## config.mk

```make
export PLATFORM = sky130hd
export DESIGN_NAME = lift_scan_controller_core
export DESIGN_NICKNAME = d
export VERILOG_FILES = /design/src/rtl/lsc_pkg.sv /design/src/rtl/lsc_front_scan.sv /design/src/rtl/lift_scan_controller_core.sv
export SDC_FILE = /design/constraint.sdc
export NUM_CORES = 1
export LEC_CHECK = 0
export ABC_AREA = 1
export BUFFER_PORTS_ARGS = -buffer_cell sky130_fd_sc_hd__buf_2
export CAP_MARGIN = 30
export CORE_ASPECT_RATIO = 2
export CORE_MARGIN = 1
export CORE_UTILIZATION = 40
export DETAILED_ROUTE_END_ITERATION = 6
export MAX_ROUTING_LAYER = met4
export SYNTH_ARGS = -nofsm -noshare
export SYNTH_HDL_FRONTEND = slang
export SYNTH_SLANG_ARGS = --single-unit
```

## constraint.sdc

```tcl
create_clock -name i_clk -period 4.05 [get_ports i_clk]
set_input_delay 0.2025 -clock i_clk [delete_from_list [all_inputs] [get_ports i_clk]]
set_output_delay 0.2025 -clock i_clk [all_outputs]
set_load 0.01 [all_outputs]
```

## src/rtl/lsc_pkg.sv

```systemverilog
// ============================================================================
// lsc_pkg - shared types and codes for the lift scan controller
// Word layouts for both channels, controller and event codes, and the
// control/status bundle between the sequencer and the front scanner.
// ============================================================================
package lsc_pkg;

    localparam int FLOOR_W    = 4;
    localparam int LIST_DEPTH = 2 ** FLOOR_W;

    typedef logic [FLOOR_W-1:0]    t_floor;
    typedef logic [LIST_DEPTH-1:0] t_floor_set;

    // input modes
    localparam logic [1:0] MODE_REQUEST = 2'd0;
    localparam logic [1:0] MODE_MOVED   = 2'd1;
    localparam logic [1:0] MODE_STOPPED = 2'd2;

    // controller states
    localparam logic [1:0] ST_WAIT = 2'd0;
    localparam logic [1:0] ST_REQ  = 2'd1;
    localparam logic [1:0] ST_MOVE = 2'd2;
    localparam logic [1:0] ST_STOP = 2'd3;

    // result kinds
    localparam logic [1:0] EV_ARRIVE = 2'd0;
    localparam logic [1:0] EV_MOVE   = 2'd1;
    localparam logic [1:0] EV_STOP   = 2'd2;
    localparam logic [1:0] EV_RESUME = 2'd3;

    typedef struct packed {
        logic [1:0] mode;
        t_floor     request_floor;
    } t_in_word;

    typedef struct packed {
        logic [1:0] event_kind;
        t_floor     floor_now;
        logic       last;
    } t_out_word;

    // sequencer -> scanner
    typedef struct packed {
        logic   start;
        logic   load_key;
        t_floor key_floor;
        logic   key_up;
    } t_scan_ctl;

    // scanner -> sequencer
    typedef struct packed {
        logic   busy;
        logic   done;
        t_floor front;
    } t_scan_sts;

endpackage

```

## src/rtl/lsc_front_scan.sv

```systemverilog
// ============================================================================
// lsc_front_scan - finds the head of the SCAN-ordered target set
// Walks floors one per cycle from the sort key floor in the key heading,
// then the floors behind, nearest first; the first pending floor is the front.
// ============================================================================
module lsc_front_scan (
    input  logic               i_clk,
    input  logic               i_rst_n,
    input  lsc_pkg::t_scan_ctl i_ctl,
    input  lsc_pkg::t_floor_set i_pend,
    output lsc_pkg::t_scan_sts o_sts
);

    localparam lsc_pkg::t_floor FLOOR_MAX = lsc_pkg::t_floor'(lsc_pkg::LIST_DEPTH - 1);

    logic            r_busy, n_busy;
    logic            r_done, n_done;
    logic            r_phase, n_phase;
    lsc_pkg::t_floor r_ptr, n_ptr;
    lsc_pkg::t_floor r_probe, n_probe;
    lsc_pkg::t_floor r_front, n_front;
    lsc_pkg::t_floor r_key_floor, n_key_floor;
    logic            r_key_up, n_key_up;

    logic            hit;
    logic            at_end;
    lsc_pkg::t_floor key_floor;
    logic            key_up;

    assign hit = i_pend[r_ptr];
    assign at_end = r_key_up ? (r_ptr == FLOOR_MAX) : (r_ptr == '0);

    always_comb begin
        n_busy      = r_busy;
        n_done      = 1'b0;
        n_phase     = r_phase;
        n_ptr       = r_ptr;
        n_probe     = r_probe;
        n_front     = r_front;
        n_key_floor = r_key_floor;
        n_key_up    = r_key_up;
        key_floor   = i_ctl.load_key ? i_ctl.key_floor : r_key_floor;
        key_up      = i_ctl.load_key ? i_ctl.key_up : r_key_up;

        if (i_ctl.start) begin
            n_key_floor = key_floor;
            n_key_up    = key_up;
            n_ptr       = key_floor;
            n_phase     = 1'b0;
            n_probe     = '0;
            n_busy      = 1'b1;
        end else if (r_busy) begin
            n_probe = r_probe + 1'b1;
            if (hit) begin
                n_front = r_ptr;
                n_busy  = 1'b0;
                n_done  = 1'b1;
            end else if (r_probe == FLOOR_MAX) begin
                // every floor probed: nothing pending
                n_busy = 1'b0;
                n_done = 1'b1;
            end else if (!r_phase && at_end) begin
                // ahead side exhausted, go to the nearest floor behind
                n_phase = 1'b1;
                n_ptr   = r_key_up ? r_key_floor - 1'b1 : r_key_floor + 1'b1;
            end else if (r_phase ^ r_key_up) begin
                n_ptr = r_ptr + 1'b1;
            end else begin
                n_ptr = r_ptr - 1'b1;
            end
        end
    end

    always_ff @(posedge i_clk) begin
        if (!i_rst_n) begin
            r_busy <= 1'b0;
            r_done <= 1'b0;
        end else begin
            r_busy <= n_busy;
            r_done <= n_done;
        end
        r_phase     <= n_phase;
        r_ptr       <= n_ptr;
        r_probe     <= n_probe;
        r_front     <= n_front;
        r_key_floor <= n_key_floor;
        r_key_up    <= n_key_up;
    end

    assign o_sts = '{busy: r_busy, done: r_done, front: r_front};

endmodule

```

## src/rtl/lift_scan_controller_core.sv

```systemverilog
// ============================================================================
// lift_scan_controller_core - SCAN-ordered lift controller
// Takes floor requests and cabin moved / stop finished events, keeps the
// pending floors in SCAN order and issues arrive, move, stop, resume words.
// ============================================================================
// One input word at a time. An accepted word holds the input stall high
// until all of its result words (zero, one or two, the final one flagged
// by last) have been taken. Each word is taken, then evaluated, with one
// front-scan pass before evaluation when a new floor is added and one after
// it when the front floor is served while others remain; its result words
// then go out one per cycle while the output is not stalled. A scan pass
// probes one floor per cycle.
// Pending floors are held as one bit per floor; the SCAN order is fixed by
// the cabin floor and heading at the time the last new floor was added, so
// serving the front does not reorder the rest. No clearing pass is needed.
// ============================================================================
module lift_scan_controller_core #(
    parameter int NUM_FLOORS  = 16,
    parameter int START_FLOOR = 0
) (
    input  logic               i_clk,
    input  logic               i_rst_n,
    // input channel
    input  logic               i_in_valid,
    input  lsc_pkg::t_in_word  i_in_word,
    output logic               o_in_stall,
    // output channel
    output logic               o_out_valid,
    output lsc_pkg::t_out_word o_out_word,
    input  logic               i_out_stall
);

    // top floor is capped by the 4-bit floor field
    localparam int TOP_INT   = (NUM_FLOORS > lsc_pkg::LIST_DEPTH) ?
                               (lsc_pkg::LIST_DEPTH - 1) : (NUM_FLOORS - 1);
    localparam int RESET_INT = (START_FLOOR > TOP_INT) ? TOP_INT : START_FLOOR;
    localparam lsc_pkg::t_floor TOP_FLOOR   = lsc_pkg::t_floor'(TOP_INT);
    localparam lsc_pkg::t_floor RESET_FLOOR = lsc_pkg::t_floor'(RESET_INT);

    // sequencer codes
    localparam logic [2:0] SQ_IDLE     = 3'd0;
    localparam logic [2:0] SQ_SCAN_ADD = 3'd1;
    localparam logic [2:0] SQ_EXEC     = 3'd2;
    localparam logic [2:0] SQ_SCAN_REM = 3'd3;
    localparam logic [2:0] SQ_EMIT     = 3'd4;

    logic [2:0]          r_seq, n_seq;
    logic [1:0]          r_state, n_state;   // controller state
    logic                r_up, n_up;         // heading, 1 = up
    lsc_pkg::t_floor     r_cab, n_cab;       // cabin floor
    lsc_pkg::t_floor_set r_pend, n_pend;     // pending floors
    lsc_pkg::t_in_word   r_item, n_item;     // word in work
    logic [1:0]          r_kind0, n_kind0;
    logic [1:0]          r_kind1, n_kind1;
    logic [1:0]          r_nres, n_nres;
    logic                r_emit_idx, n_emit_idx;

    lsc_pkg::t_scan_ctl  scan_ctl;
    lsc_pkg::t_scan_sts  scan_sts;

    logic            in_take;
    logic            out_take;
    logic            out_last;
    logic            add_new;
    lsc_pkg::t_floor front;

    // evaluate-cycle results
    logic [1:0]          x_state;
    logic                x_up;
    lsc_pkg::t_floor     x_cab;
    logic                x_remove;
    logic [1:0]          x_nres;
    logic [1:0]          x_k0;
    logic [1:0]          x_k1;
    logic [1:0]          x_tail;
    lsc_pkg::t_floor_set x_pend;

    assign front    = scan_sts.front;
    assign in_take  = (r_seq == SQ_IDLE) && i_in_valid;
    assign out_take = o_out_valid && !i_out_stall;
    assign out_last = r_emit_idx || (r_nres == 2'd1);

    // new in-range floor not already pending
    assign add_new = (i_in_word.mode == lsc_pkg::MODE_REQUEST) &&
                     (i_in_word.request_floor <= TOP_FLOOR) &&
                     !r_pend[i_in_word.request_floor];

    // ---- evaluation of one word against the current front ----
    always_comb begin
        x_state  = r_state;
        x_up     = r_up;
        x_cab    = r_cab;
        x_remove = 1'b0;
        x_nres   = 2'd0;
        x_k0     = lsc_pkg::EV_ARRIVE;
        x_k1     = lsc_pkg::EV_ARRIVE;
        x_tail   = lsc_pkg::EV_MOVE;

        case (r_item.mode)
            lsc_pkg::MODE_REQUEST: begin
                if (r_item.request_floor <= TOP_FLOOR) begin
                    x_state = lsc_pkg::ST_REQ;
                    if (r_cab == r_item.request_floor) begin
                        // already there: stop handling
                        x_state = lsc_pkg::ST_STOP;
                        x_nres  = 2'd1;
                        if (r_cab == front) begin
                            x_remove = 1'b1;
                            x_k0     = lsc_pkg::EV_STOP;
                        end else begin
                            x_k0 = lsc_pkg::EV_RESUME;
                        end
                    end else if (r_state == lsc_pkg::ST_WAIT) begin
                        // idle cabin starts a trip; no floor step here
                        x_state = lsc_pkg::ST_MOVE;
                        x_nres  = 2'd1;
                        if (r_cab < front && !r_up) begin
                            x_up = 1'b1;
                        end else if (r_cab > front && r_up) begin
                            x_up = 1'b0;
                        end
                        if (r_cab == front) begin
                            x_state  = lsc_pkg::ST_STOP;
                            x_remove = 1'b1;
                            x_k0     = lsc_pkg::EV_STOP;
                        end else begin
                            x_k0 = lsc_pkg::EV_MOVE;
                        end
                    end
                end
            end
            lsc_pkg::MODE_MOVED, lsc_pkg::MODE_STOPPED: begin
                if (r_state != lsc_pkg::ST_WAIT) begin
                    if (r_state == lsc_pkg::ST_MOVE) begin
                        // step one floor, saturating at both ends
                        if (r_up) begin
                            x_cab = (r_cab < TOP_FLOOR) ? r_cab + 1'b1 : r_cab;
                        end else begin
                            x_cab = (r_cab != '0) ? r_cab - 1'b1 : r_cab;
                        end
                        x_k0   = lsc_pkg::EV_ARRIVE;
                        x_nres = 2'd1;
                    end
                    x_state = lsc_pkg::ST_MOVE;
                    if (r_pend == '0) begin
                        x_state = lsc_pkg::ST_WAIT;
                    end else begin
                        if (x_cab < front && !r_up) begin
                            x_up = 1'b1;
                        end else if (x_cab > front && r_up) begin
                            x_up = 1'b0;
                        end
                        if (x_cab == front) begin
                            x_state  = lsc_pkg::ST_STOP;
                            x_remove = 1'b1;
                            x_tail   = lsc_pkg::EV_STOP;
                        end else begin
                            x_tail = lsc_pkg::EV_MOVE;
                        end
                        if (r_state == lsc_pkg::ST_MOVE) begin
                            x_k1   = x_tail;
                            x_nres = 2'd2;
                        end else begin
                            x_k0   = x_tail;
                            x_nres = 2'd1;
                        end
                    end
                end
            end
            default: begin
                // unused mode: no effect
            end
        endcase

        x_pend = r_pend;
        if (x_remove) begin
            x_pend = r_pend & ~(lsc_pkg::t_floor_set'(1) << front);
        end
    end

    // ---- sequencer ----
    always_comb begin
        n_seq      = r_seq;
        n_state    = r_state;
        n_up       = r_up;
        n_cab      = r_cab;
        n_pend     = r_pend;
        n_item     = r_item;
        n_kind0    = r_kind0;
        n_kind1    = r_kind1;
        n_nres     = r_nres;
        n_emit_idx = r_emit_idx;
        scan_ctl   = '{start: 1'b0, load_key: 1'b0, key_floor: r_cab, key_up: r_up};

        case (r_seq)
            SQ_IDLE: begin
                if (in_take) begin
                    n_item = i_in_word;
                    if (add_new) begin
                        // new floor: the set is re-ordered around the cabin now
                        n_pend = r_pend |
                                 (lsc_pkg::t_floor_set'(1) << i_in_word.request_floor);
                        scan_ctl.start    = 1'b1;
                        scan_ctl.load_key = 1'b1;
                        n_seq = SQ_SCAN_ADD;
                    end else begin
                        n_seq = SQ_EXEC;
                    end
                end
            end
            SQ_SCAN_ADD: begin
                if (scan_sts.done) begin
                    n_seq = SQ_EXEC;
                end
            end
            SQ_EXEC: begin
                n_state    = x_state;
                n_up       = x_up;
                n_cab      = x_cab;
                n_pend     = x_pend;
                n_kind0    = x_k0;
                n_kind1    = x_k1;
                n_nres     = x_nres;
                n_emit_idx = 1'b0;
                if (x_remove && (x_pend != '0)) begin
                    // front served: find the next one in the same order
                    scan_ctl.start = 1'b1;
                    n_seq = SQ_SCAN_REM;
                end else if (x_nres != 2'd0) begin
                    n_seq = SQ_EMIT;
                end else begin
                    n_seq = SQ_IDLE;
                end
            end
            SQ_SCAN_REM: begin
                if (scan_sts.done) begin
                    n_seq = (r_nres != 2'd0) ? SQ_EMIT : SQ_IDLE;
                end
            end
            SQ_EMIT: begin
                if (out_take) begin
                    if (out_last) begin
                        n_seq = SQ_IDLE;
                    end else begin
                        n_emit_idx = 1'b1;
                    end
                end
            end
            default: begin
                n_seq = SQ_IDLE;
            end
        endcase
    end

    always_ff @(posedge i_clk) begin
        if (!i_rst_n) begin
            r_seq   <= SQ_IDLE;
            r_state <= lsc_pkg::ST_WAIT;
            r_up    <= 1'b1;
            r_cab   <= RESET_FLOOR;
            r_pend  <= '0;
        end else begin
            r_seq   <= n_seq;
            r_state <= n_state;
            r_up    <= n_up;
            r_cab   <= n_cab;
            r_pend  <= n_pend;
        end
        r_item     <= n_item;
        r_kind0    <= n_kind0;
        r_kind1    <= n_kind1;
        r_nres     <= n_nres;
        r_emit_idx <= n_emit_idx;
    end

    lsc_front_scan u_scan (
        .i_clk   (i_clk),
        .i_rst_n (i_rst_n),
        .i_ctl   (scan_ctl),
        .i_pend  (r_pend),
        .o_sts   (scan_sts)
    );

    // ---- ports ----
    assign o_in_stall  = (r_seq != SQ_IDLE);
    assign o_out_valid = (r_seq == SQ_EMIT);
    assign o_out_word  = '{event_kind: (r_emit_idx ? r_kind1 : r_kind0),
                           floor_now:  r_cab,
                           last:       out_last};

    // ---- assertions ----
    a_cab_in_range: assert property (@(posedge i_clk) disable iff (!i_rst_n)
        r_cab <= TOP_FLOOR)
        else $error("cabin floor beyond top floor");

    a_scan_hit_pending: assert property (@(posedge i_clk) disable iff (!i_rst_n)
        (scan_sts.done && (r_seq == SQ_SCAN_ADD || r_seq == SQ_SCAN_REM))
        |-> r_pend[scan_sts.front])
        else $error("scan returned a floor that is not pending");

    a_remove_pending: assert property (@(posedge i_clk) disable iff (!i_rst_n)
        (r_seq == SQ_EXEC && x_remove) |-> r_pend[front])
        else $error("served floor was not pending");

    a_done_in_scan: assert property (@(posedge i_clk) disable iff (!i_rst_n)
        scan_sts.done |-> (r_seq == SQ_SCAN_ADD || r_seq == SQ_SCAN_REM))
        else $error("scan finished outside a scan step");

    a_emit_has_result: assert property (@(posedge i_clk) disable iff (!i_rst_n)
        o_out_valid |-> (r_nres != 2'd0 && (!r_emit_idx || r_nres == 2'd2)))
        else $error("result word without a pending result");

endmodule
```

==> impl_metrics.csv <==
group,metric,value,unit
power_and_ir_drop,worst_ir_drop_vdd,0.207,mV
grt,grt_use_total,24.0,%
logic_synthesis,synth_cell_type_count,43,
clocking,numCtsBuffers,9,
die,dieWidth,73.6,um
power_and_ir_drop,p_per_area,387,nW/um2
logic_synthesis,synth_enable_flop_cells,26,
finish,finalInstanceArea,4580,um2
setup_path,cp.required,4.08,ns
logic_synthesis,yosysWarnings,0,
logic_synthesis,netlist_area,4100,um2
sta,fin_crit_sh,90.5,%
clocking,root_buffer,"clkbuf_16",
finish,multi_input_area,2270,um2
logic_synthesis,synth_ff_type,"dfxtp_1",
status,outcome,"completed",
power_and_ir_drop,clkPwrFrac,38.7,%
power_and_ir_drop,power_frac_seq,40.3,%
logic_synthesis,synth_compound_area_share,14.4,%
finish,num-fill-cells,1076,
finish,drive_above_1_share,11.2,%
sta,final-setup-viol-count,0,
route,post_drt_wl_per_cell,15.6,um
finish,nNetsFinal,632,
die,dieArea,10700,um2
place,place_ws,0.188,ns
sta,finalSetupTns,0,ns
place,dpl_cell_area,4290,um2
setup_path,cp-start-kind,"flop",
power_and_ir_drop,p_sw_share,30.8,%
finish,regArea,1440,um2
logic_synthesis,yosys.area_share.adder,6.46,%
setup_path,endpoint_kind,"flop",
finish,final_core_util,45.7,%
die,start_util,41.0,%
die,io_pins,19,
route,ant_nets,0,
power_and_ir_drop,comb_power_share,21.0,%
clocking,cts_tree,"done",
route,drc,0,
route,routed_via_density,5.28,
logic_synthesis,synthArstFlopShare,0,%
power_and_ir_drop,p_sw,546,uW
grt,grt_max_degree,23,
logic_synthesis,synthTopCellsByArea,"edfxtp_1 19%, dfxtp_1 16%, nand2_1 13%",
logic_synthesis,yosys.area.top_type,"edfxtp_1",
logic_synthesis,syn_nets,614,
logic_synthesis,synth-xor-area-share,2.35,%
sta,hold_viol,0,
route,postRouteWirelength,11600,um
sta,setup_ws,0.383,ns
clocking,clock_sinks,59,
die,core,10000,um2
die,die_y,145,um
finish,diodes,0,
setup_path,crit_fanout,8,
finish,area.growth.synth_to_final,11.6,%
grt,grt_pass1_wl,18600,um
logic_synthesis,synth_seq_cells,59,
hold_path,min_path_type,"in2reg",
route,drt-initial-drc-count,196,
logic_synthesis,ys_seq_area_share,35.1,%
logic_synthesis,synth_top_family_by_area,"simple AND/OR/NAND/NOR gates",
logic_synthesis,synthMuxAreaShare,0.823,%
sta,worst_pin_slew,0.750,ns
logic_synthesis,avgSynthCellArea,7.03,um2
sta,fmax,0.273,GHz
place,gp_congestion,0.925,
sta,slew_headroom,48.7,%
setup_path,reg2reg_slack,0.38,ns
grt,overflow,0,
power_and_ir_drop,p_leak,0.00203,uW
sta,grt_setup_unrepaired,"no",
sta,period_needed,3.67,ns
route,num_vias,3917,
place,hpwl,9230,um
logic_synthesis,yosysTopAreaCellShare,19.0,%
clocking,hold_buffers,0,
clocking,cts.path.max_buffers,2,
grt,antenna_found_initial,0,
clocking,cts_max_level,3,
clocking,clkTransAtPathRegs,0.05,ns
die,rows,52,
logic_synthesis,synth_simple_gate_area_share,30.9,%
job,cap_violations,0,
power_and_ir_drop,internal_power,1230,uW
place,port_buffers,18,
sta,slew_violations,0,
grt,grt_pass1_vias,3860,
setup_path,critPathKind,"reg2reg",
setup_path,timing.critical_path.arrival,3.69,ns
logic_synthesis,syn_inst,584,
clocking,clk_latency,0.33,ns
route,first_pass_iters,5,
sta,skew,0.00623,ns
registers in the layout, indices dropped and copies added, names as in the netlist, 2 cells and up:
register            cells
r_pend                 16
r_item                  6
r_cab                   4
u_scan.r_front          4
u_scan.r_key_floor      4
u_scan.r_probe          4
u_scan.r_ptr            4
r_seq                   3
r_kind0                 2
r_kind1                 2
r_nres                  2
r_state                 2
critical path, stage by stage (launching register included):
cell	delay, ns
dfxtp_1	0.41
inv_1	0.15
ha_1	0.23
nand3_1	0.11
inv_1	0.07
o21ai_0	0.14
nand2_1	0.09
a21oi_1	0.14
o22ai_1	0.10
ha_1	0.31
nand2_1	0.06
nor2_2	0.13
nand4_1	0.10
buf_4	0.17
nand2_4	0.11
nand3_2	0.08
nand2_1	0.10
nand2_1	0.07
nor2_1	0.13
nand4_1	0.13
nand3_2	0.11
nand2_4	0.06
inv_2	0.11
nand2_1	0.07
nor2_2	0.17
worst paths after layout:
kind,startpoint,endpoint,cells past startpoint
setup / recovery,r_cab[1]$_SDFFE_PN0P_,u_scan.r_front[1]$_DFFE_PP_,24
hold reg to reg,u_scan.r_probe[1]$_SDFFE_PP0P_,u_scan.r_probe[1]$_SDFFE_PP0P_,2
setup reg to reg,r_cab[1]$_SDFFE_PN0P_,u_scan.r_front[1]$_DFFE_PP_,24
hold / removal,i_in_word[5],r_item[5]$_DFFE_PP_,1
layer usage:
metal	wire length [um]	vias to the layer above	track usage, %
li1	-	1966	-
met1	4190	1801	22.1
met2	6380	104	43.4
met3	351	46	4.38
met4	652	0	14.8
met5	0	-	-
power by group through the flow:
stage	combinational (uW)	clock [uW]	sequential, uW
after floorplan	280	0	711
after global placement	365	0	725
after detailed placement	368	0	726
after global routing	417	725	720
final	372	686	714
after CTS	371	701	714
cells by family after synthesis:
| logic type | Yosys count |
|---|---|
| AOI/OAI and AO/OA | 104 |
| DFF | 59 |
| xor gates and xnor gates | 11 |
| muxes | 3 |
| and+or+nand+nor | 291 |
| adders and majority gates | 20 |
| buffers and inverters | 96 |
cells in the mapped netlist (6+ instances only):
master    count
clkbuf_1      9
inv_1        68
dfxtp_1      33
a21oi_1      42
buf_4         7
nor3_1       20
edfxtp_1     26
o22ai_1       6
nor2_1       65
xor2_1        7
o21ai_0      34
nand3_1      38
ha_1         18
nand2_1     145
repair_timing:
item	in CTS	in global routing
buffers inserted	0	1
gates resized for setup	0	3
setup endpoints to repair	0	9
placed cells by master (no fill, tap or decap), types with 7 or more instances in the layout:
cell type and count:
a21oi_1 42, buf_2 18, buf_4 8, clkbuf_16 9
dfxtp_1 33, edfxtp_1 26, ha_1 18, inv_1 68
nand2_1 145, nand3_1 38, nor2_1 63, nor2_2 7
nor3_1 20, o21ai_0 34, xor2_1 7
final cells by class:
cell class,count,share of cell area [%]
Timing Repair Buffer,26,3.28
Sequential cell,59,31.5
Inverter,76,6.23
Tap cell,135,3.69
Clock inverter,3,0.300
Clock buffer,13,5.46
Multi-Input combinational cell,430,49.6
stage by stage:
stage	cells	power, uW	hold WS [ns]
after floorplan	584	991	0.301
after global placement	724	1090	0.397
after detailed placement	724	1090	0.403
after CTS	740	1790	0.0501
after global routing	742	1860	0.0615
final	742	1770	0.0657
No activity file was read; power rests on OpenSTA's default activity.
